`config.mk`:
```
export PLATFORM = sky130hd
export DESIGN_NAME = file_transfer_packet_parser_core
export DESIGN_NICKNAME = d
export VERILOG_FILES = /design/src/rtl/core/ftpp_pkg.sv /design/src/rtl/core/file_transfer_packet_parser_core.sv /design/src/rtl/core/ftpp_front.sv /design/src/rtl/core/ftpp_queue.sv /design/src/rtl/core/ftpp_back.sv
export SDC_FILE = /design/constraint.sdc
export NUM_CORES = 1
export LEC_CHECK = 0
export ABC_CLOCK_PERIOD_IN_PS = 10200
export BUFFER_PORTS_ARGS = -buffer_cell sky130_fd_sc_hd__buf_4
export CAP_MARGIN = 20
export CORE_MARGIN = 5
export CORE_UTILIZATION = 35
export DETAILED_ROUTE_END_ITERATION = 12
export PLACE_DENSITY = 0.49
export SLEW_MARGIN = 20
export SYNTH_ARGS = -nofsm -noshare
export SYNTH_HDL_FRONTEND = slang
export SYNTH_SLANG_ARGS = --single-unit
```
`constraint.sdc`:
```
create_clock -name clk -period 10.2 [get_ports clk]
set_input_delay 2.04 -clock clk [delete_from_list [all_inputs] [get_ports clk]]
set_output_delay 2.04 -clock clk [all_outputs]
set_load 0.05 [all_outputs]
```
`src/rtl/core/ftpp_pkg.sv`:
```
// Shared types and codes for the file transfer packet parser.
package ftpp_pkg;

  localparam int SIZE_BYTES_DEF = 8;
  localparam int FSIZE_W        = 63;
  localparam int QDEPTH         = 4;
  localparam int QPTR_W         = $clog2(QDEPTH);

  // result kinds
  localparam logic [1:0] RK_PAYLOAD = 2'd0;
  localparam logic [1:0] RK_NAME    = 2'd1;
  localparam logic [1:0] RK_SUMMARY = 2'd2;

  // packet kinds reported in the summary
  localparam logic [1:0] PK_DATA    = 2'd0;
  localparam logic [1:0] PK_START   = 2'd1;
  localparam logic [1:0] PK_END     = 2'd2;
  localparam logic [1:0] PK_UNKNOWN = 2'd3;

  // parse status
  localparam logic [1:0] ST_OK      = 2'd0;
  localparam logic [1:0] ST_BADTYPE = 2'd1;
  localparam logic [1:0] ST_SHORT   = 2'd2;
  localparam logic [1:0] ST_OVERRUN = 2'd3;

  // packet type byte codes
  localparam logic [7:0] TYPE_DATA  = 8'd1;
  localparam logic [7:0] TYPE_START = 8'd2;
  localparam logic [7:0] TYPE_END   = 8'd3;

  // TLV field types
  localparam logic [7:0] FT_SIZE = 8'd0;
  localparam logic [7:0] FT_NAME = 8'd1;

  // one classified input beat: an optional byte result and an optional summary
  typedef struct packed {
    logic               byte_vld;
    logic               byte_name;
    logic [7:0]         value;
    logic               sum_vld;
    logic [1:0]         pkind;
    logic [7:0]         seq;
    logic [15:0]        len;
    logic [FSIZE_W-1:0] fsize;
    logic [1:0]         status;
  } ftpp_ev_t;

endpackage

```
`src/rtl/core/file_transfer_packet_parser_core.sv`:
```
// Top level of the file transfer packet parser.
// Input: one packet byte per beat on in_rx_byte, with in_packet_end marking the
// last byte; a beat is taken when push is high and full is low.
// Output: a queue of results; while empty is low the oldest result is on the
// out_ ports and pop takes it. Each input byte gives zero, one or two results:
// a payload or filename byte (out_kind 0 or 1), and on the last byte of a packet
// a summary (out_kind 2) with type, sequence, length, file size and status.
// out_final_res marks the last result caused by one input byte.
// Throughput: one input byte per cycle while results are drained; a byte that
// ends a packet and also yields a data byte gives two results, each taken by its own pop.
// A result reaches the out_ ports through the queue and the output register: its
// event enters the queue when the byte is taken and moves into the output
// register once that register is free or its current result is popped.
// The four-entry event queue decouples the parser from the result side: when
// pop stays low the queue fills and full rises; while the queue is full the
// parser stalls every byte, even one that makes no result.
// Reset (rst_n low, synchronous) empties the queue and output register and
// puts the parser back to waiting for a packet type byte.
module file_transfer_packet_parser_core import ftpp_pkg::*; #(
  parameter int SIZE_BYTES = SIZE_BYTES_DEF
) (
  input  logic               clk,
  input  logic               rst_n,
  input  logic               push,
  output logic               full,
  input  logic [7:0]         in_rx_byte,
  input  logic               in_packet_end,
  output logic               empty,
  input  logic               pop,
  output logic [1:0]         out_kind,
  output logic [7:0]         out_value,
  output logic [1:0]         out_packet_kind,
  output logic [7:0]         out_sequence_res,
  output logic [15:0]        out_payload_length,
  output logic [FSIZE_W-1:0] out_size_of_file,
  output logic [1:0]         out_parse_status,
  output logic               out_final_res
);

  ftpp_ev_t ev, q_dout;
  logic     acc, ev_push, q_full, q_vld, q_pop;

  assign full = q_full;
  assign acc  = push && !q_full;

  ftpp_front #(.SIZE_BYTES(SIZE_BYTES)) u_front (
    .clk        (clk),
    .rst_n      (rst_n),
    .acc        (acc),
    .rx_byte    (in_rx_byte),
    .packet_end (in_packet_end),
    .ev         (ev),
    .ev_push    (ev_push)
  );

  ftpp_queue u_queue (
    .clk   (clk),
    .rst_n (rst_n),
    .push  (ev_push),
    .din   (ev),
    .full  (q_full),
    .pop   (q_pop),
    .dout  (q_dout),
    .vld   (q_vld)
  );

  ftpp_back u_back (
    .clk                (clk),
    .rst_n              (rst_n),
    .q_dout             (q_dout),
    .q_vld              (q_vld),
    .q_pop              (q_pop),
    .empty              (empty),
    .pop                (pop),
    .out_kind           (out_kind),
    .out_value          (out_value),
    .out_packet_kind    (out_packet_kind),
    .out_sequence_res   (out_sequence_res),
    .out_payload_length (out_payload_length),
    .out_size_of_file   (out_size_of_file),
    .out_parse_status   (out_parse_status),
    .out_final_res      (out_final_res)
  );

endmodule

```
`src/rtl/core/ftpp_front.sv`:
```
// Front end: byte-level parser state machine that classifies each input beat.
module ftpp_front import ftpp_pkg::*; #(
  parameter int SIZE_BYTES = SIZE_BYTES_DEF
) (
  input  logic       clk,
  input  logic       rst_n,
  input  logic       acc,
  input  logic [7:0] rx_byte,
  input  logic       packet_end,
  output ftpp_ev_t   ev,
  output logic       ev_push
);

  localparam int SIZE_W = 8 * SIZE_BYTES;

  typedef enum logic [3:0] {
    PH_TYPE, PH_SEQ, PH_LHI, PH_LLO, PH_PAY, PH_FTYPE, PH_FLEN, PH_FVAL, PH_SKIP
  } phase_t;

  phase_t              phase_r, phase_nxt;
  logic [1:0]          kind_r, kind_nxt;
  logic [15:0]         cnt_r, cnt_nxt;
  logic [7:0]          seq_r, seq_nxt;
  logic [15:0]         len_r, len_nxt;
  logic [7:0]          ftype_r, ftype_nxt;
  logic [7:0]          fleft_r, fleft_nxt;
  logic [SIZE_W-1:0]   size_r, size_nxt;
  logic [1:0]          status_r, status_nxt;
  logic                byte_vld, byte_name;
  logic [1:0]          sum_status;
  logic [63:0]         size64;

  always_comb begin
    phase_nxt  = phase_r;
    kind_nxt   = kind_r;
    cnt_nxt    = cnt_r;
    seq_nxt    = seq_r;
    len_nxt    = len_r;
    ftype_nxt  = ftype_r;
    fleft_nxt  = fleft_r;
    size_nxt   = size_r;
    status_nxt = status_r;
    byte_vld   = 1'b0;
    byte_name  = 1'b0;
    case (phase_r)
      PH_TYPE: begin
        seq_nxt    = '0;
        len_nxt    = '0;
        size_nxt   = '0;
        status_nxt = ST_OK;
        cnt_nxt    = '0;
        ftype_nxt  = '0;
        fleft_nxt  = '0;
        if (rx_byte == TYPE_DATA) begin
          kind_nxt  = PK_DATA;
          phase_nxt = PH_SEQ;
        end else if (rx_byte == TYPE_START) begin
          kind_nxt  = PK_START;
          phase_nxt = PH_FTYPE;
        end else if (rx_byte == TYPE_END) begin
          kind_nxt  = PK_END;
          phase_nxt = PH_FTYPE;
        end else begin
          kind_nxt   = PK_UNKNOWN;
          status_nxt = ST_BADTYPE;
          phase_nxt  = PH_SKIP;
        end
      end
      PH_SEQ: begin
        seq_nxt   = rx_byte;
        phase_nxt = PH_LHI;
      end
      PH_LHI: begin
        len_nxt   = {rx_byte, 8'd0};
        phase_nxt = PH_LLO;
      end
      PH_LLO: begin
        len_nxt   = {len_r[15:8], rx_byte};
        cnt_nxt   = '0;
        phase_nxt = (len_nxt == 16'd0) ? PH_SKIP : PH_PAY;
      end
      PH_PAY: begin
        byte_vld = 1'b1;
        cnt_nxt  = cnt_r + 16'd1;
        if (cnt_nxt >= len_r) phase_nxt = PH_SKIP;
      end
      PH_FTYPE: begin
        ftype_nxt = rx_byte;
        phase_nxt = PH_FLEN;
      end
      PH_FLEN: begin
        fleft_nxt = rx_byte;
        cnt_nxt   = '0;
        if (ftype_r == FT_SIZE) size_nxt = '0;
        phase_nxt = (rx_byte == 8'd0) ? PH_FTYPE : PH_FVAL;
      end
      PH_FVAL: begin
        if (ftype_r == FT_SIZE) begin
          // little-endian: byte lane chosen by the field byte count
          for (int i = 0; i < SIZE_BYTES; i++) begin
            if (cnt_r == 16'(i)) size_nxt[8*i +: 8] = size_r[8*i +: 8] | rx_byte;
          end
        end else if (ftype_r == FT_NAME) begin
          byte_vld  = 1'b1;
          byte_name = 1'b1;
        end
        cnt_nxt   = cnt_r + 16'd1;
        fleft_nxt = fleft_r - 8'd1;
        if (fleft_nxt == 8'd0) phase_nxt = PH_FTYPE;
      end
      default: phase_nxt = PH_SKIP;
    endcase

    // a packet that ends mid-header or mid-field gets flagged
    sum_status = status_nxt;
    if (status_nxt == ST_OK) begin
      if (phase_nxt inside {PH_SEQ, PH_LHI, PH_LLO, PH_PAY}) sum_status = ST_SHORT;
      else if (phase_nxt inside {PH_FLEN, PH_FVAL})         sum_status = ST_OVERRUN;
    end
  end

  assign size64 = 64'(size_nxt);

  always_comb begin
    ev           = '0;
    ev.byte_vld  = byte_vld;
    ev.byte_name = byte_name;
    ev.value     = rx_byte;
    ev.sum_vld   = packet_end;
    ev.pkind     = kind_nxt;
    if (kind_nxt == PK_DATA) begin
      ev.seq = seq_nxt;
      ev.len = len_nxt;
    end
    if (kind_nxt == PK_START || kind_nxt == PK_END) ev.fsize = size64[FSIZE_W-1:0];
    ev.status = sum_status;
  end

  assign ev_push = acc && (byte_vld || packet_end);

  always_ff @(posedge clk) begin
    if (!rst_n) begin
      phase_r  <= PH_TYPE;
      kind_r   <= '0;
      cnt_r    <= '0;
      seq_r    <= '0;
      len_r    <= '0;
      ftype_r  <= '0;
      fleft_r  <= '0;
      size_r   <= '0;
      status_r <= ST_OK;
    end else if (acc) begin
      phase_r  <= packet_end ? PH_TYPE : phase_nxt;
      kind_r   <= kind_nxt;
      cnt_r    <= cnt_nxt;
      seq_r    <= seq_nxt;
      len_r    <= len_nxt;
      ftype_r  <= ftype_nxt;
      fleft_r  <= fleft_nxt;
      size_r   <= size_nxt;
      status_r <= status_nxt;
    end
  end

  a_end_restarts: assert property (@(posedge clk) disable iff (!rst_n)
    acc && packet_end |=> phase_r == PH_TYPE)
    else $error("parser did not return to type byte after packet end");

  a_payload_bounded: assert property (@(posedge clk) disable iff (!rst_n)
    phase_r == PH_PAY |-> cnt_r < len_r)
    else $error("payload count reached declared length while in payload");

  a_bad_type_skips: assert property (@(posedge clk) disable iff (!rst_n)
    acc && !packet_end && phase_r == PH_TYPE && kind_nxt == PK_UNKNOWN
    |=> phase_r == PH_SKIP && status_r == ST_BADTYPE)
    else $error("unknown type byte not skipped");

endmodule

```
`src/rtl/core/ftpp_queue.sv`:
```
// Short event queue between the parser front end and the result back end.
module ftpp_queue import ftpp_pkg::*; (
  input  logic     clk,
  input  logic     rst_n,
  input  logic     push,
  input  ftpp_ev_t din,
  output logic     full,
  input  logic     pop,
  output ftpp_ev_t dout,
  output logic     vld
);

  ftpp_ev_t            mem_r [QDEPTH];
  logic [QPTR_W-1:0]   wr_ptr_r, rd_ptr_r;
  logic [QPTR_W:0]     cnt_r;
  logic                do_push, do_pop;

  assign full    = (cnt_r == (QPTR_W+1)'(QDEPTH));
  assign vld     = (cnt_r != '0);
  assign do_push = push && !full;
  assign do_pop  = pop && vld;
  assign dout    = mem_r[rd_ptr_r];

  always_ff @(posedge clk) begin
    if (do_push) mem_r[wr_ptr_r] <= din;
  end

  always_ff @(posedge clk) begin
    if (!rst_n) begin
      wr_ptr_r <= '0;
      rd_ptr_r <= '0;
      cnt_r    <= '0;
    end else begin
      if (do_push) wr_ptr_r <= wr_ptr_r + 1'b1;
      if (do_pop)  rd_ptr_r <= rd_ptr_r + 1'b1;
      case ({do_push, do_pop})
        2'b10:   cnt_r <= cnt_r + 1'b1;
        2'b01:   cnt_r <= cnt_r - 1'b1;
        default: cnt_r <= cnt_r;
      endcase
    end
  end

  a_cnt_bound: assert property (@(posedge clk) disable iff (!rst_n)
    cnt_r <= (QPTR_W+1)'(QDEPTH))
    else $error("queue count exceeds depth");

  a_no_lost_push: assert property (@(posedge clk) disable iff (!rst_n)
    push |-> !full)
    else $error("event pushed into full queue");

  a_ptr_gap: assert property (@(posedge clk) disable iff (!rst_n)
    cnt_r != (QPTR_W+1)'(QDEPTH) |-> (wr_ptr_r - rd_ptr_r) == cnt_r[QPTR_W-1:0])
    else $error("queue pointers disagree with count");

endmodule

```
`src/rtl/core/ftpp_back.sv`:
```
// Back end: turns queued events into result beats held in an output register.
module ftpp_back import ftpp_pkg::*; (
  input  logic               clk,
  input  logic               rst_n,
  input  ftpp_ev_t           q_dout,
  input  logic               q_vld,
  output logic               q_pop,
  output logic               empty,
  input  logic               pop,
  output logic [1:0]         out_kind,
  output logic [7:0]         out_value,
  output logic [1:0]         out_packet_kind,
  output logic [7:0]         out_sequence_res,
  output logic [15:0]        out_payload_length,
  output logic [FSIZE_W-1:0] out_size_of_file,
  output logic [1:0]         out_parse_status,
  output logic               out_final_res
);

  ftpp_ev_t cur_r;
  logic     cur_vld_r;
  logic     stage_r;     // set once the byte half of a two-beat event is taken
  logic     show_sum, take, two_beat, done_cur;

  assign show_sum = stage_r || !cur_r.byte_vld;
  assign take     = pop && cur_vld_r;
  assign two_beat = !stage_r && cur_r.byte_vld && cur_r.sum_vld;
  assign done_cur = take && !two_beat;
  assign q_pop    = (!cur_vld_r || done_cur) && q_vld;

  always_ff @(posedge clk) begin
    if (!rst_n) begin
      cur_vld_r <= 1'b0;
      stage_r   <= 1'b0;
    end else if (q_pop) begin
      cur_vld_r <= 1'b1;
      stage_r   <= 1'b0;
    end else if (done_cur) begin
      cur_vld_r <= 1'b0;
      stage_r   <= 1'b0;
    end else if (take) begin
      stage_r   <= 1'b1;
    end
  end

  always_ff @(posedge clk) begin
    if (q_pop) cur_r <= q_dout;
  end

  assign empty = !cur_vld_r;

  always_comb begin
    out_kind           = RK_PAYLOAD;
    out_value          = '0;
    out_packet_kind    = '0;
    out_sequence_res   = '0;
    out_payload_length = '0;
    out_size_of_file   = '0;
    out_parse_status   = '0;
    out_final_res      = 1'b1;
    if (show_sum) begin
      out_kind           = RK_SUMMARY;
      out_packet_kind    = cur_r.pkind;
      out_sequence_res   = cur_r.seq;
      out_payload_length = cur_r.len;
      out_size_of_file   = cur_r.fsize;
      out_parse_status   = cur_r.status;
    end else begin
      out_kind      = cur_r.byte_name ? RK_NAME : RK_PAYLOAD;
      out_value     = cur_r.value;
      out_final_res = !cur_r.sum_vld;
    end
  end

  a_summary_follows: assert property (@(posedge clk) disable iff (!rst_n)
    take && two_beat |=> cur_vld_r && show_sum)
    else $error("summary lost after byte result");

  a_load_only_free: assert property (@(posedge clk) disable iff (!rst_n)
    q_pop |-> !cur_vld_r || done_cur)
    else $error("event loaded over a pending result");

  a_stage_needs_sum: assert property (@(posedge clk) disable iff (!rst_n)
    stage_r |-> cur_vld_r && cur_r.sum_vld)
    else $error("second beat without a summary");

endmodule

```
==> flow_summary.toml <==
[worst_setup_path]
slowest_delay_ns = 0.90
crit_slowest_cell = "dfxtp_1"
critical_path_class = "reg2reg"
required_ns = 10.44
critPathMaxFanout = 45
r2r_setup_slack_ns = 5.45
cp-end-kind = "register"
crit_path_cell_trace = "nand2b_1, nor3_1, and3_1, nand2b_1, o21a_1, and2_4, buf_4, buf_4"
arrival_ns = 4.99
start_kind = "register"

[layout]
area_growth_pct = 16.3
n_antenna_cell = 0
nets = 1953
final_layout_size_suffix_gt1_frac = 0.205
final_cell_count_no_fill = 3001

[placement]
numPlacedInstances = 2866
dpl.hpwl_mm = 38.6
dp_worst_setup_slack_ns = 5.08
gp_congestion = 0.782
io_buffers = 116

[synth]
synth.area.top_cells = "edfxtp_1 (57%), dfxtp_1 (10%), mux4_2 (8.6%)"
synth-main-ff-cell = "edfxtp_1"
synthArstFlopShare = 0
syn-cell-area_um2 = 26800
synth_edf_count = 510
yosys_warnings = 0
synth_area_leader_cell = "edfxtp_1"
synth_common_cells = "edfxtp_1 (510), and2_1 (174), dfxtp_1 (136), nor2b_1 (128), nand2_1 (115)"
synth_top_area_share = 0.572
yosys.cell_types.count = 57
synth_most_common_cell = "edfxtp_1"
ys_ff_latch = 646
seq_area_frac_synth = 0.674
synth_nets = 1860
syn_inst = 1818
avgSynthCellArea_um2 = 14.7

[drt]
drc = 0
vias = 15100
wire_per_inst_um = 21.3
vias_per_cell = 5.02
drt_iter0_markers = 1203
drt-pass1-iter-count = 5
final_antenna_net_count = 0
routed_wl_mm = 63.9

[sta]
rsz0062_at_grt = "no"
hold_viol_final = 0
fin_ws_ns = 5.45
setup_viol = 0
clock.fmax_mhz = 211
tightest_slew_ns = 1.09
period_share = 0.466
finalClockSkew_ns = 0.0294
min_period_ns = 4.75
setup_tns_ns = 0
relSlewSlack = 0.274
finalMaxSlewViolations = 0

[die]
num_rows = 101
coreArea_um2 = 75900
ioPinCount = 117
die_area_um2 = 82100
start_util = 0.353
die_h_um = 287
die_w_um = 287

[clock_network]
cts.sinks = 646
cts_tree = "built"
root_buffer = "clkbuf_16"
clk_latency_ns = 0.62
post_cts_buffers = 0
clk_pin_slew_ns = 0.06
cts_resized = 0
cts_buffers = 73
cts_max_path_buffers = 3
hold_buffers = 0
h-tree-depth = 3

[grt]
grt_usage = 0.156
antenna_found_initial = 0
grt_overflow_total = 0
grt_max_degree = 105
grt_pass1_vias = 15700
grt_pass1_wl_mm = 98.7

[hold_path]
hold_class = "reg2reg"

[pwr]
p_total_w = 0.00801
p_per_area_nw_per_um2 = 257
ir_worst_vdd_v = 0.000188
leakagePower_nw = 10.3

[run]
cap_violations = 0

[run_status]
status = "finished clean"
worst paths after layout:
kind	startpoint	endpoint	cells past startpoint
max	u_front.phase_r[0]$_SDFFE_PN0P_	u_queue.mem_r[3][31]$_DFFE_PP_	8
min	u_front.status_r[1]$_SDFFE_PN0P_	u_front.status_r[1]$_SDFFE_PN0P_	2
max reg2reg	u_front.phase_r[0]$_SDFFE_PN0P_	u_queue.mem_r[3][31]$_DFFE_PP_	8
min reg2reg	u_front.status_r[1]$_SDFFE_PN0P_	u_front.status_r[1]$_SDFFE_PN0P_	2
critical path, delay by kind of cell (launching register included):
kind,cells,cell delay (ns)
AND/OR/NAND/NOR,5,1.62
AO/OA/AOI/OAI,1,0.36
flip-flops,1,0.90
buffers and inverters,2,1.34
report_power, final:
part	internal [W]	total (W)	leakage, nW	switching (W)
Clock	0.00162	0.00268	1.21	0.00106
Sequential	0.00320	0.00332	6.04	0.000121
Combinational	0.000675	0.00201	3.04	0.00134
Total	0.00549	0.00801	10.3	0.00252
flip-flops by register name, summed over array words and instances (netlist names), 2 cells and up:
name / flops
u_back.cur_r: 102
u_front.cnt_r: 16
u_front.fleft_r: 8
u_front.ftype_r: 8
u_front.kind_r: 2
u_front.len_r: 16
u_front.phase_r: 4
u_front.seq_r: 8
u_front.size_r: 63
u_front.status_r: 2
u_queue.cnt_r: 3
u_queue.mem_r: 408
u_queue.rd_ptr_r: 2
u_queue.wr_ptr_r: 2
layout by cell type (no fill, tap or decap), types with 4 or more instances in the layout:
cell type / count
edfxtp_1: 510
and2_1: 170
buf_4: 134
dfxtp_1: 134
nor2b_1: 128
nand2_1: 115
a22oi_1: 112
mux4_2: 102
o21ai_0: 76
clkbuf_16: 75
nor2_1: 42
inv_1: 34
nand3_1: 33
ha_1: 27
a21oi_1: 23
a21boi_0: 19
nor3_1: 17
a22oi_2: 16
nor2b_2: 16
clkbuf_1: 15
xor2_1: 12
clkinv_2: 12
nor4_1: 10
xnor2_1: 10
clkinv_1: 9
nand2b_1: 9
bufinv_16: 9
and3_1: 7
and2_4: 6
nand4_1: 5
or3_1: 5
nor3b_1: 4
a31oi_1: 4
o211a_1: 4
clkbuf_8: 4
clkinv_4: 4
through the flow:
| stage | area (um2) | util | hold slack [ns] |
|---|---|---|---|
| detailed placement | 28700 | 0.377 | 0.440 |
| finish | 31200 | 0.410 | 0.450 |
| floorplan | 26800 | - | 0.419 |
| global route | 31200 | 0.410 | 0.468 |
| CTS | 31100 | 0.410 | 0.448 |
| global placement | 28700 | 0.377 | 0.435 |
layer usage:
metal	track usage	up-vias	share of wire
met5	0	-	0
met4	0.0445	0	0.020
met3	0.0254	83	0.039
met2	0.261	291	0.50
met1	0.211	7685	0.45
li1	-	7017	-
cells by family after synthesis:
logic type | Yosys count | share of synthesized area
AO/OA/AOI/OAI | 277 | 0.0721
adder cells (fa/ha/maj) | 29 | 0.0138
flip-flops | 646 | 0.674
XOR/XNOR | 22 | 0.00720
buffers and inverters | 153 | 0.0232
AND/OR/NAND/NOR | 586 | 0.123
multiplexers | 105 | 0.0869
area by class of cell:
class | instances | area, um2
fill | 6934 | 44800
sequential | 646 | 18000
multi-input combinational | 1019 | 8180
clock buffer | 94 | 1990
tap | 1030 | 1290
timing repair buffer | 135 | 1030
clock inverter | 41 | 488
inverter | 36 | 135
No activity file was read; power rests on OpenSTA's default activity.
